### src/design/rep_div_cell.sv
// One cell of the restoring divider chain: one quotient bit per cycle.
// Depends on nothing but its ports; the item's other fields ride alongside.
`default_nettype none
module rep_div_cell #(
  parameter int RW  = 33,
  parameter int QW  = 24,
  parameter int SBW = 8
) (
  input  wire logic           clk,
  input  wire logic           rst_n,
  input  wire logic           vld_i,
  input  wire logic [RW-1:0]  rem_i,
  input  wire logic [RW-1:0]  div_i,
  input  wire logic [QW-1:0]  q_i,
  input  wire logic [SBW-1:0] sb_i,
  output logic                vld_o,
  output logic [RW-1:0]       rem_o,
  output logic [RW-1:0]       div_o,
  output logic [QW-1:0]       q_o,
  output logic [SBW-1:0]      sb_o
);
  logic [RW:0] rem2;
  logic [RW:0] diff;
  logic        take;

  // Shift in a zero numerator bit and subtract the divisor when it fits.
  always_comb begin
    rem2 = {rem_i, 1'b0};
    diff = rem2 - {1'b0, div_i};
    take = (rem2 >= {1'b0, div_i});
  end

  always_ff @(posedge clk) begin
    if (!rst_n) begin
      vld_o <= 1'b0;
    end else begin
      vld_o <= vld_i;
    end
  end

  always_ff @(posedge clk) begin
    rem_o <= take ? diff[RW-1:0] : rem2[RW-1:0];
    div_o <= div_i;
    q_o   <= {q_i[QW-2:0], take};
    sb_o  <= sb_i;
  end
endmodule
`default_nettype wire

### config.mk
export PLATFORM = sky130hd
export DESIGN_NAME = rep_div_cell
export DESIGN_NICKNAME = d
export VERILOG_FILES = /design/src/design/rep_div_cell.sv
export SDC_FILE = /design/constraint.sdc
export NUM_CORES = 1
export LEC_CHECK = 0
export ABC_CLOCK_PERIOD_IN_PS = 2400
export BUFFER_PORTS_ARGS = -buffer_cell sky130_fd_sc_hd__buf_2
export CAP_MARGIN = 20
export CORE_MARGIN = 1
export CORE_UTILIZATION = 43
export DETAILED_ROUTE_END_ITERATION = 10
export GPL_ROUTABILITY_DRIVEN = 0
export PLACE_DENSITY = 0.77
export SYNTH_ARGS = -nofsm -noshare
export SYNTH_HDL_FRONTEND = slang
export SYNTH_SLANG_ARGS = --single-unit
### constraint.sdc
create_clock -name clk -period 2.4 [get_ports clk]
set_clock_uncertainty 0.05 [all_clocks]
set_input_delay 0.12 -clock clk [delete_from_list [all_inputs] [get_ports clk]]
set_output_delay 0.12 -clock clk [all_outputs]
set_load 0.1 [all_outputs]
==> run_results.csv <==
group,metric,value,unit
status,status,"finished, final reports clean",
global_route,grt_pass1_vias,4740,
synth,synthArstFlopShare,0,
layout,layout.cells.most_common,"buf_2",
clock_network,cts_sinks,99,
die,core,0.0104,sq mm
synth,syn_area_per_cell,9.80,sq um
sta,max_clock_freq,0.471,GHz
run,max_cap_violations,0,
worst_hold_path,hold-path-cell-count,3,
layout,nets,933,
layout,register_area,0.00198,sq mm
clock_network,cts_tree,"done",
die,die_h,106,microns
placement,dp_slack,-0.116,ns
sta,drv_slew,0,
synth,netlist_area,0.00461,sq mm
power,peakVddDrop,0.524,mV
layout,post-route-util,0.688,
layout,multi_input_area,0.00237,sq mm
layout,final_area,0.00714,sq mm
synth,synth_edf_count,0,
worst_hold_path,hold_path.class,"in2reg",
die,chipWidth,106,microns
synth,yosys.cell_types.count,52,
sta,min_period,2.12,ns
global_route,grt_pass1_wl,21500,microns
routing,num_vias,4624,
clock_network,cts_buffers,9,
sta,rsz0062_at_grt,"no",
setup_path,crit_fanout,25,
sta,min_period_over_period,0.884,
placement,port_buffers,198,
sta,setup_ws,0.278,ns
synth,seq_area_frac_synth,0.430,
global_route,grt_max_degree,26,
routing,route.detailed.drc,0,
setup_path,path_class,"in2reg",
sta,relSlewSlack,0.649,
die,start_util,0.444,
power,p_leak,0.00355,uW
global_route,grt_overflow,0,
die,dieArea,0.0111,sq mm
synth,yosys_register_bits,99,
sta,tightest_slew,0.530,ns
setup_path,arrival,2.33,ns
global_route,antenna_found_initial,0,
routing,drt_iter0_drc,165,
placement,dp.final_hpwl,9220,microns
global_route,grt_use_total,0.241,
routing,ant_nets,0,
routing,first_pass_iters,4,
setup_path,worstSetupStartpointType,"input port",
sta,hold-worst-slack,0.0364,ns
clock_network,post-cts-setup-buffer-count,0,
sta,finalHoldViolCount,0,
routing,totalWireLength,13400,microns
layout,mostFrequentLayoutCells,"198 x buf_2, 99 x dfxtp_1, 96 x dlygate4sd3_1",
routing,wl_per_cell,14.2,microns
setup_path,cp.required,2.61,ns
layout,antenna_cells,0,
synth,syn_nets,605,
synth,synth-main-ff-cell,"dfxtp_1",
clock_network,clk_pin_slew_worst_paths,0.11,ns
power,power_density,781,mW/mm^2
clock_network,cts.path.max_buffers,2,
synth,postSynthCellCount,470,
synth,yosysWarningCount,0,
layout,fill_cells,807,
layout,layout-drive-gt1-share,0.354,
clock_network,htree_levels,3,
die,io_pins,200,
sta,setup_violations,0,
die,fp-row-count,37,
layout,syn_to_final_growth,54.9,%
setup_path,worstSetupEndpointType,"register",
clock_network,root_buffer,"clkbuf_8",
placement,place_area,0.00596,sq mm
routing,routed_via_density,4.92,
critical path: stages:
cell      delay, ns
buf_2          0.13
fa_2           0.40
nand2b_4       0.15
a21oi_2        0.17
o211a_1        0.19
nor2_2         0.05
o211a_1        0.25
o21a_1         0.27
inv_8          0.23
mux2_2         0.37
worst paths after layout:
path	end	slack, ns	start
setup / recovery	rem_o[2]	0.28	div_i[1]
hold / removal	rem_o[28]	0.04	rem_i[27]
synth_stat cells (2+ instances only):
cell type,count,area share
xor2_1,9,0.017
mux2_2,5,0.012
mux2_4,19,0.062
a21oi_1,30,0.033
a21o_1,11,0.018
nand3b_1,2,0.0033
o21ai_0,17,0.018
buf_2,9,0.0098
inv_1,42,0.034
and3_1,3,0.0041
a31oi_1,6,0.0081
nand3_1,7,0.0076
xnor2_1,15,0.029
o21bai_1,5,0.0081
nor4_1,3,0.0041
a311o_1,2,0.0043
o31ai_1,8,0.013
nand4_1,10,0.014
buf_12,2,0.0087
nand2b_1,9,0.012
nor2_1,27,0.022
and2_1,4,0.0054
or3_1,3,0.0041
o211a_1,2,0.0043
nor3_1,9,0.0098
a211oi_1,2,0.0033
nand2_1,30,0.024
o21a_1,9,0.015
clkbuf_1,2,0.0016
o211ai_1,12,0.020
ha_1,33,0.090
a2111oi_0,2,0.0038
mux2i_1,3,0.0065
dfxtp_1,99,0.43
nor2b_1,2,0.0027
timing repair:
item | 4_1_cts | 5_1_grt
endpoints found under the hold margin | 95 | 0
hold buffers | 96 | 0
resized for setup | 0 | 0
stage by stage:
step | power, uW | setup TNS, ns | cells
after floorplan | 3860 | 0 | 470
after global placement | 4300 | -0.785 | 827
after detailed placement | 4320 | -2.04 | 827
after CTS | 5570 | 0 | 939
after global routing | 5820 | 0 | 939
final | 5580 | 0 | 939
sequential cells by signal, summed over array words and instances (netlist names):
| register | flops |
|---|---|
| vld_o | 1 |
| sb_o | 8 |
| div_o | 33 |
| q_o | 24 |
| rem_o | 33 |
per-layer routing:
layer  share of wire  global-route usage  up-vias
met3           0.061              0.0581       25
met4           0.028               0.106        0
met5               0                   0        -
met2            0.49               0.433      175
li1                -                   -     2314
met1            0.42               0.271     2110
cells by family (layout without fill, tap and decap cells):
family | Yosys count | count (layout) | synth area share
flip-flops | 99 | 99 | 0.430
adder cells (fa/ha/maj) | 34 | 34 | 0.0939
buffers and inverters | 57 | 390 | 0.0586
AO/OA/AOI/OAI | 118 | 118 | 0.175
XOR/XNOR | 24 | 24 | 0.0456
multiplexers | 27 | 27 | 0.0806
AND/OR/NAND/NOR | 111 | 111 | 0.116
layout make-up:
type,instances,share of cell area
Clock inverter,7,0.0131
Multi-Input combinational cell,314,0.332
Inverter,43,0.0237
Clock buffer,9,0.0174
Tap cell,136,0.0238
Timing Repair Buffer,331,0.312
Sequential cell,99,0.278
power by group:
part	internal [uW]	total [uW]	switching, uW
combinational	697	2560	1860
sequential	1820	1870	44.2
clock	511	1150	642
Note: power is estimated with default switching activity, not from simulation.
