### src/design/rep_sqrt_cell.sv
// One cell of the square-root chain: resolves one root bit per cycle.
// Depends on nothing but its ports; the item's other fields ride alongside.
`default_nettype none
module rep_sqrt_cell #(
  parameter int RW  = 33,
  parameter int SBW = 8
) (
  input  wire logic              clk,
  input  wire logic              rst_n,
  input  wire logic              vld_i,
  input  wire logic [2*RW-1:0]   rad_i,
  input  wire logic [RW+1:0]     rem_i,
  input  wire logic [RW-1:0]     root_i,
  input  wire logic [SBW-1:0]    sb_i,
  output logic                   vld_o,
  output logic [2*RW-1:0]        rad_o,
  output logic [RW+1:0]          rem_o,
  output logic [RW-1:0]          root_o,
  output logic [SBW-1:0]         sb_o
);
  localparam int SW = 2 * RW;

  logic [RW+3:0] cat;
  logic [RW+3:0] trial;
  logic          take;

  // Bring down the next two radicand bits and try the next root bit.
  always_comb begin
    cat   = {rem_i, rad_i[SW-1 -: 2]};
    trial = cat - {2'b00, root_i, 2'b01};
    take  = !trial[RW+3];
  end

  always_ff @(posedge clk) begin
    if (!rst_n) begin
      vld_o <= 1'b0;
    end else begin
      vld_o <= vld_i;
    end
  end

  always_ff @(posedge clk) begin
    rad_o  <= {rad_i[SW-3:0], 2'b00};
    rem_o  <= take ? trial[RW+1:0] : cat[RW+1:0];
    root_o <= {root_i[RW-2:0], take};
    sb_o   <= sb_i;
  end
endmodule
`default_nettype wire

### config.mk
export PLATFORM = sky130hd
export DESIGN_NAME = rep_sqrt_cell
export DESIGN_NICKNAME = d
export VERILOG_FILES = /design/src/design/rep_sqrt_cell.sv
export SDC_FILE = /design/constraint.sdc
export NUM_CORES = 1
export LEC_CHECK = 0
export BUFFER_PORTS_ARGS = -buffer_cell sky130_fd_sc_hd__buf_2
export CORE_UTILIZATION = 40
export CTS_CLUSTER_SIZE = 10
export DETAILED_ROUTE_END_ITERATION = 7
export GPL_ROUTABILITY_DRIVEN = 1
export GPL_TIMING_DRIVEN = 0
export PLACE_DENSITY_LB_ADDON = 0.05
export SETUP_SLACK_MARGIN = 0.05
export SLEW_MARGIN = 20
export SYNTH_ARGS = -nofsm -noshare
export SYNTH_HDL_FRONTEND = slang
export SYNTH_SLANG_ARGS = --single-unit
### constraint.sdc
create_clock -name clk -period 3.2 [get_ports clk]
set_clock_uncertainty 0.2 [all_clocks]
set_input_delay 0.16 -clock clk [delete_from_list [all_inputs] [get_ports clk]]
set_output_delay 0.16 -clock clk [all_outputs]
set_load 0.02 [all_outputs]
==> results of run 1 <==
registers in the layout, summed over array words and instances (netlist names):
register / count
rad_o: 64
rem_o: 35
root_o: 33
sb_o: 8
vld_o: 1
metrics by stage:
stage	utilization [%]	total power, mW	setup WS (ns)	cells	cell area (um^2)
after CTS	68.82	5.259	0.05060	1162	9258
after global placement	54.05	3.152	-0.2638	991	7271
after global routing	70.97	5.570	0.02346	1178	9548
final	70.97	5.334	0.07463	1178	9548
after floorplan	-	2.781	0.1204	530	5624
after detailed placement	54.05	3.165	-0.2759	991	7271
logic make-up after synthesis:
| kind of cell | Yosys count |
|---|---|
| AOI/OAI and AO/OA | 120 |
| xor gates and xnor gates | 29 |
| adders and majority gates | 34 |
| buffers and inverters | 62 |
| DFF | 141 |
| muxes | 33 |
| other | 1 |
| and+or+nand+nor | 109 |
cell usage in the layout, fill, tap and decap left out, types with 3 or more instances in the layout:
| master | n |
|---|---|
| nor3_1 | 12 |
| buf_2 | 285 |
| a21oi_1 | 34 |
| o2111ai_1 | 3 |
| xor2_1 | 9 |
| mux2_2 | 3 |
| and2_1 | 3 |
| nand3_1 | 8 |
| xnor2_1 | 20 |
| o31ai_1 | 7 |
| buf_12 | 7 |
| o211ai_1 | 7 |
| o21bai_1 | 4 |
| buf_4 | 9 |
| clkinv_8 | 3 |
| nand2_1 | 29 |
| or4_1 | 5 |
| and3_1 | 3 |
| clkbuf_1 | 8 |
| o21a_1 | 7 |
| nand4_1 | 5 |
| inv_1 | 45 |
| mux2_4 | 28 |
| a211oi_1 | 5 |
| o21ai_0 | 13 |
| nor2_1 | 27 |
| dfxtp_1 | 141 |
| clkbuf_16 | 19 |
| a31oi_1 | 5 |
| ha_1 | 31 |
| a21o_1 | 15 |
| inv_6 | 6 |
| nand2b_1 | 3 |
| dlygate4sd3_1 | 140 |
area by class of cell:
| cell class | count | area (um^2) | area share (%) |
|---|---|---|---|
| Antenna cell | 2 | 5.005 | 0.05242 |
| Buffer | 15 | 121.4 | 1.271 |
| Clock buffer | 17 | 425.4 | 4.456 |
| Clock inverter | 15 | 170.2 | 1.782 |
| Inverter | 47 | 188.9 | 1.979 |
| Multi-Input combinational cell | 327 | 2574 | 26.96 |
| Sequential cell | 141 | 2823 | 29.56 |
| Tap cell | 176 | 220.2 | 2.306 |
| Timing Repair Buffer | 438 | 3020 | 31.63 |
report_power, final:
part	internal [mW]	switching, mW	leakage [nW]
sequential	1.92	0.0416	1.19
combinational	0.688	0.725	3.22
clock	1.11	0.847	0.285
total	3.72	1.61	4.70
path summary, 6_finish.rpt:
kind	cells after the start	endpoint	slack [ns]
worst min-delay path	3	rem_o[1]	-0.15
worst max-delay path	14	rem_o[13]	0.07
layer usage:
| metal | vias to the layer above | GRT usage (%) | share of wire [%] |
|---|---|---|---|
| li1 | 2791 | - | - |
| met1 | 2554 | 25.57 | 39 |
| met2 | 211 | 45.22 | 52 |
| met3 | 37 | 6.840 | 6.1 |
| met4 | 0 | 11.34 | 3.0 |
| met5 | - | 0 | 0 |
critical path, delay by kind of cell:
family	cells	cell delay, ns
buffers and inverters	5	0.48
adders and majority gates	1	0.36
AOI/OAI and AO/OA	4	0.90
muxes	1	0.29
and+or+nand+nor	3	1.03
timing repair:
action                                 CTS  global route
setup buffers                            0            12
resized for setup                        0            22
hold buffers                           139             1
endpoints found under the hold margin  140             2
setup endpoints to repair                0            31
==> results.cfg, run 1 <==
[status]
status = finished with violations
violations = negative hold slack

[timing]
hold_viol = 1
min_period_ns = 3.125
holdWs_ns = -0.1543
setup_viol = 0
tightest_slew_ns = 0.7750
fin_crit_sh_pct = 97.67
tns_ns = 0
max_slew_margin_pct = 47.66
slew_violations = 0
rsz0062_at_grt = no
max_freq_ghz = 0.3200

[yosys]
synth_common_cells = dfxtp_1 (141), inv_1 (46), a21oi_1 (37), ha_1 (34), nand2_1 (30)
synth_top_area_share_pct = 50.22
yosysUniqueCellTypes = 54
yosysWarnings = 0
ys_seq_area_share_pct = 50.22
muxShareOfSynthArea_pct = 8.437
synth_edf_count = 0
synthAdderAreaFrac_pct = 7.569
synth.most_common_cell = dfxtp_1
synthTopCellsByArea = dfxtp_1 (50%), ha_1 (7.6%), mux2_4 (7.5%)
synth_area_um2 = 5620
synth_cells = 529
synth_seq_cells = 141
yosys_most_used_dff = dfxtp_1
synthArstFlopShare_pct = 0
synth.largest_area_cell = dfxtp_1
synth_top_family_by_area = compound AO/OA/AOI/OAI gates
synth_area_per_cell_um2 = 10.62
synth_xor_xnor_area_share_pct = 4.519
synthSimpleGateAreaFrac_pct = 9.751
synth_compound_area_share_pct = 14.05

[die]
rows = 42
io_pins = 288
core-area_um2 = 13450
dieArea_um2 = 14530
start_util_pct = 41.78
die_y_um = 120.5
die_w_um = 120.5

[route]
drcViolationCount = 0
post_drt_wl_per_cell_um = 15.52
drt_first_pass_iters = 5
viasPerCell = 4.748
ant_nets = 0
drt_iter0_drc = 199
routed_wl_mm = 18.28
vias = 5593

[worst_hold_path]
hold_class = input pin to register
hp-start = rad_i[65]

[setup_path]
cp_cell_sequence = buf_2 -> inv_1 -> ha_1 -> a21oi_1 -> o21ai_0 -> a311oi_1 -> o31ai_2 -> or3b_4 -> and3_4 -> or3_4 -> clkinv_8 -> buf_12 -> clkbuf_16 -> mux2_4
crit_path_top_delay_cell = or3b_4
end_kind = register
critPathKind = input pin to register
path_max_fanout = 6
cp-startpoint = root_i[15]
cp.required_ns = 3.30
cp.arrival_ns = 3.23
slowest_delay_ns = 0.43
start_kind = input pin

[power]
ir_drop_mv = 0.3498
p_per_area_nw_per_um2 = 558.6
power_leakage_nw = 4.697

[layout]
nets = 1166
area_delta_synth_final_pct = 69.88
final_layout_size_suffix_gt1_share_pct = 38.80
fillers = 1025

[global_routing]
grt_pass1_vias = 5709
grt_max_degree = 17
track_usage_pct = 24.52
grt_pass1_wl_mm = 27.64
gr-total-overflow = 0
antenna_found_initial = 2

[cts]
clock-sinks = 141
h-tree-depth = 4
numCtsBuffers = 17
root_buffer = clkbuf_16
clk_pin_slew_ns = 0.06
clockBufferDepth = 2
tritoncts = done

[placed_design]
gp_congestion = 0.8954
portBuffers = 285
dp_hpwl_mm = 12.43

[flow_run]
maxCapViolCount = 0
(Power assumes the default switching activity.)
==> run 2: changes to the inputs <==
--- a/config.mk
+++ b/config.mk
@@ -10,7 +10,6 @@
 export CTS_CLUSTER_SIZE = 10
 export DETAILED_ROUTE_END_ITERATION = 7
 export GPL_ROUTABILITY_DRIVEN = 1
-export GPL_TIMING_DRIVEN = 0
 export PLACE_DENSITY_LB_ADDON = 0.05
 export SETUP_SLACK_MARGIN = 0.05
 export SLEW_MARGIN = 20
==> run 2 against run 1 <==
Net effect: the flow still finishes with violations (negative hold slack); sequential share of layout area shrank 0.28 points; clock-buffer cell count is the same; maximum frequency grew 0.21%; first-iteration DRC count grew 3.5%; design area grew 0.94%; worst hold slack lost 0.029 ns; die area is the same; sequential power is essentially flat.
==> results.cfg, run 2 (synthesis results as in run 1) <==
[route]
ant_nets = 0
viasPerCell = 4.756
vias = 5684
post_drt_wl_per_cell_um = 15.66
drt_first_pass_iters = 5
routed_wl_mm = 18.72
dr.max_layer_used = met4
wl_met3_mm = 1.086
dr_wl_met2_mm = 9.709
drt_iter0_drc = 206
drcViolationCount = 0
wl_met1_mm = 7.379

[placed_design]
dp.cells = 1023
portBuffers = 285
dp_hpwl_mm = 12.79
gp_congestion = 0.8618

[worst_hold_path]
hold_class = input pin to register
hp-start = rad_i[65]
worstHoldEndpoint = rem_o[1]
hold_depth = 3

[setup_path]
path_max_fanout = 7
end_kind = register
cp.arrival_ns = 3.22
cp.required_ns = 3.30
critPathKind = input pin to register
start_kind = input pin

[timing]
min_period_ns = 3.119
slew_violations = 0
max_freq_ghz = 0.3206
setup_viol = 0
fin_crit_sh_pct = 97.46
hold_viol = 2
tns_ns = 0
rsz0062_at_grt = no
holdWs_ns = -0.1833

[status]
status = finished with violations
violations = negative hold slack

[power]
p_per_area_nw_per_um2 = 551.6
power_leakage_nw = 4.781
ir_drop_mv = 0.3378
finalPower_mw = 5.317

[layout]
stdcell_count = 1195
max_flop_register = rad_o
layout_common_cells = buf_2 (282), dfxtp_1 (141), dlygate4sd3_1 (139)
fillers = 997
final_common_cell = buf_2
area_delta_synth_final_pct = 71.48
largest_register_ffs = 64
reg.largest.list = rad_o x64, rem_o x35, root_o x33
final_layout_size_suffix_gt1_share_pct = 41.36
nets = 1184

[cts]
clock-sinks = 141
ctsHoldBuffers = 139
h-tree-depth = 4
clk_pin_slew_ns = 0.06
clockBufferDepth = 2
tritoncts = done
root_buffer = clkbuf_16
numCtsBuffers = 17

[die]
rows = 42
core-area_um2 = 13450
io_pins = 288
die_w_um = 120.5
dieArea_um2 = 14530
start_util_pct = 41.78
die_y_um = 120.5

[global_routing]
grt_max_degree = 17
antenna_found_initial = 1
gr-total-overflow = 0
grt_pass1_vias = 5887
track_usage_pct = 25.15
grt_pass1_wl_mm = 28.35

[flow_run]
maxCapViolCount = 0
## run 2: layout make-up
class,instances,area [um^2],share of cell area (%)
repair buffers,471,3242,33.64
flip-flops and latches,141,2823,29.29
multi-input cells,327,2582,26.79
clock buffers,17,425.4,4.414
well taps,176,220.2,2.285
inverters,47,188.9,1.960
clock inverters,15,153.9,1.597
diodes,1,2.502,0.02596
## run 2: timing repair
item | CTS | global route
buffers inserted | 0 | 1
resized for setup | 0 | 24
endpoints found under the setup margin | 0 | 31
hold endpoints to repair | 140 | 2
## run 2: how the worst max path moves through the flow
stage / start / end / slack [ns] / cells past startpoint
2_1_floorplan: root_i[27] / rem_o[10] / 0.12 / 13
3_3_place_gp: rem_i[15] / rem_o[18] / -0.03 / 12
5_1_grt: root_i[21] / rem_o[4] / 0.05 / 13
3_5_place_dp: root_i[17] / rem_o[12] / -0.06 / 13
6_report: root_i[21] / rem_o[26] / 0.08 / 13
4_1_cts: rem_i[18] / rem_o[12] / 0.05 / 13
## run 2: metrics by stage
step	hold slack, ns	instance area (um^2)	worst slack, ns	utilization [%]
after global routing	-0.1515	9638	0.05117	71.64
after detailed placement	0.06385	7527	-0.06294	55.95
after floorplan	-0.01228	5624	0.1204	-
after global placement	0.06280	7527	-0.02948	55.95
final	-0.1833	9638	0.08123	71.64
after CTS	-0.1910	9498	0.05217	70.60
## run 2: where the power goes
group | switching, mW | leakage (nW) | total [mW] | internal [mW]
sequential | 0.0433 | 1.19 | 1.97 | 1.92
combinational | 0.727 | 3.31 | 1.41 | 0.688
clock | 0.839 | 0.281 | 1.94 | 1.10
## run 2: per-layer routing
metal  GRT usage (%)  vias to the layer above
li1                -                     2796
met1           26.78                     2616
met2           46.48                      233
met3           6.509                       39
met4           10.88                        0
met5               0                        -
## run 2: worst max-delay path, cell delays in order
cell	delay, ns
dlygate4sd3_1	0.55
buf_2	0.14
inv_2	0.06
ha_4	0.19
a21boi_1	0.14
a311oi_2	0.29
o31ai_2	0.13
or3b_4	0.42
and3_4	0.16
or3_4	0.42
clkinv_8	0.10
clkbuf_16	0.16
mux2_4	0.30
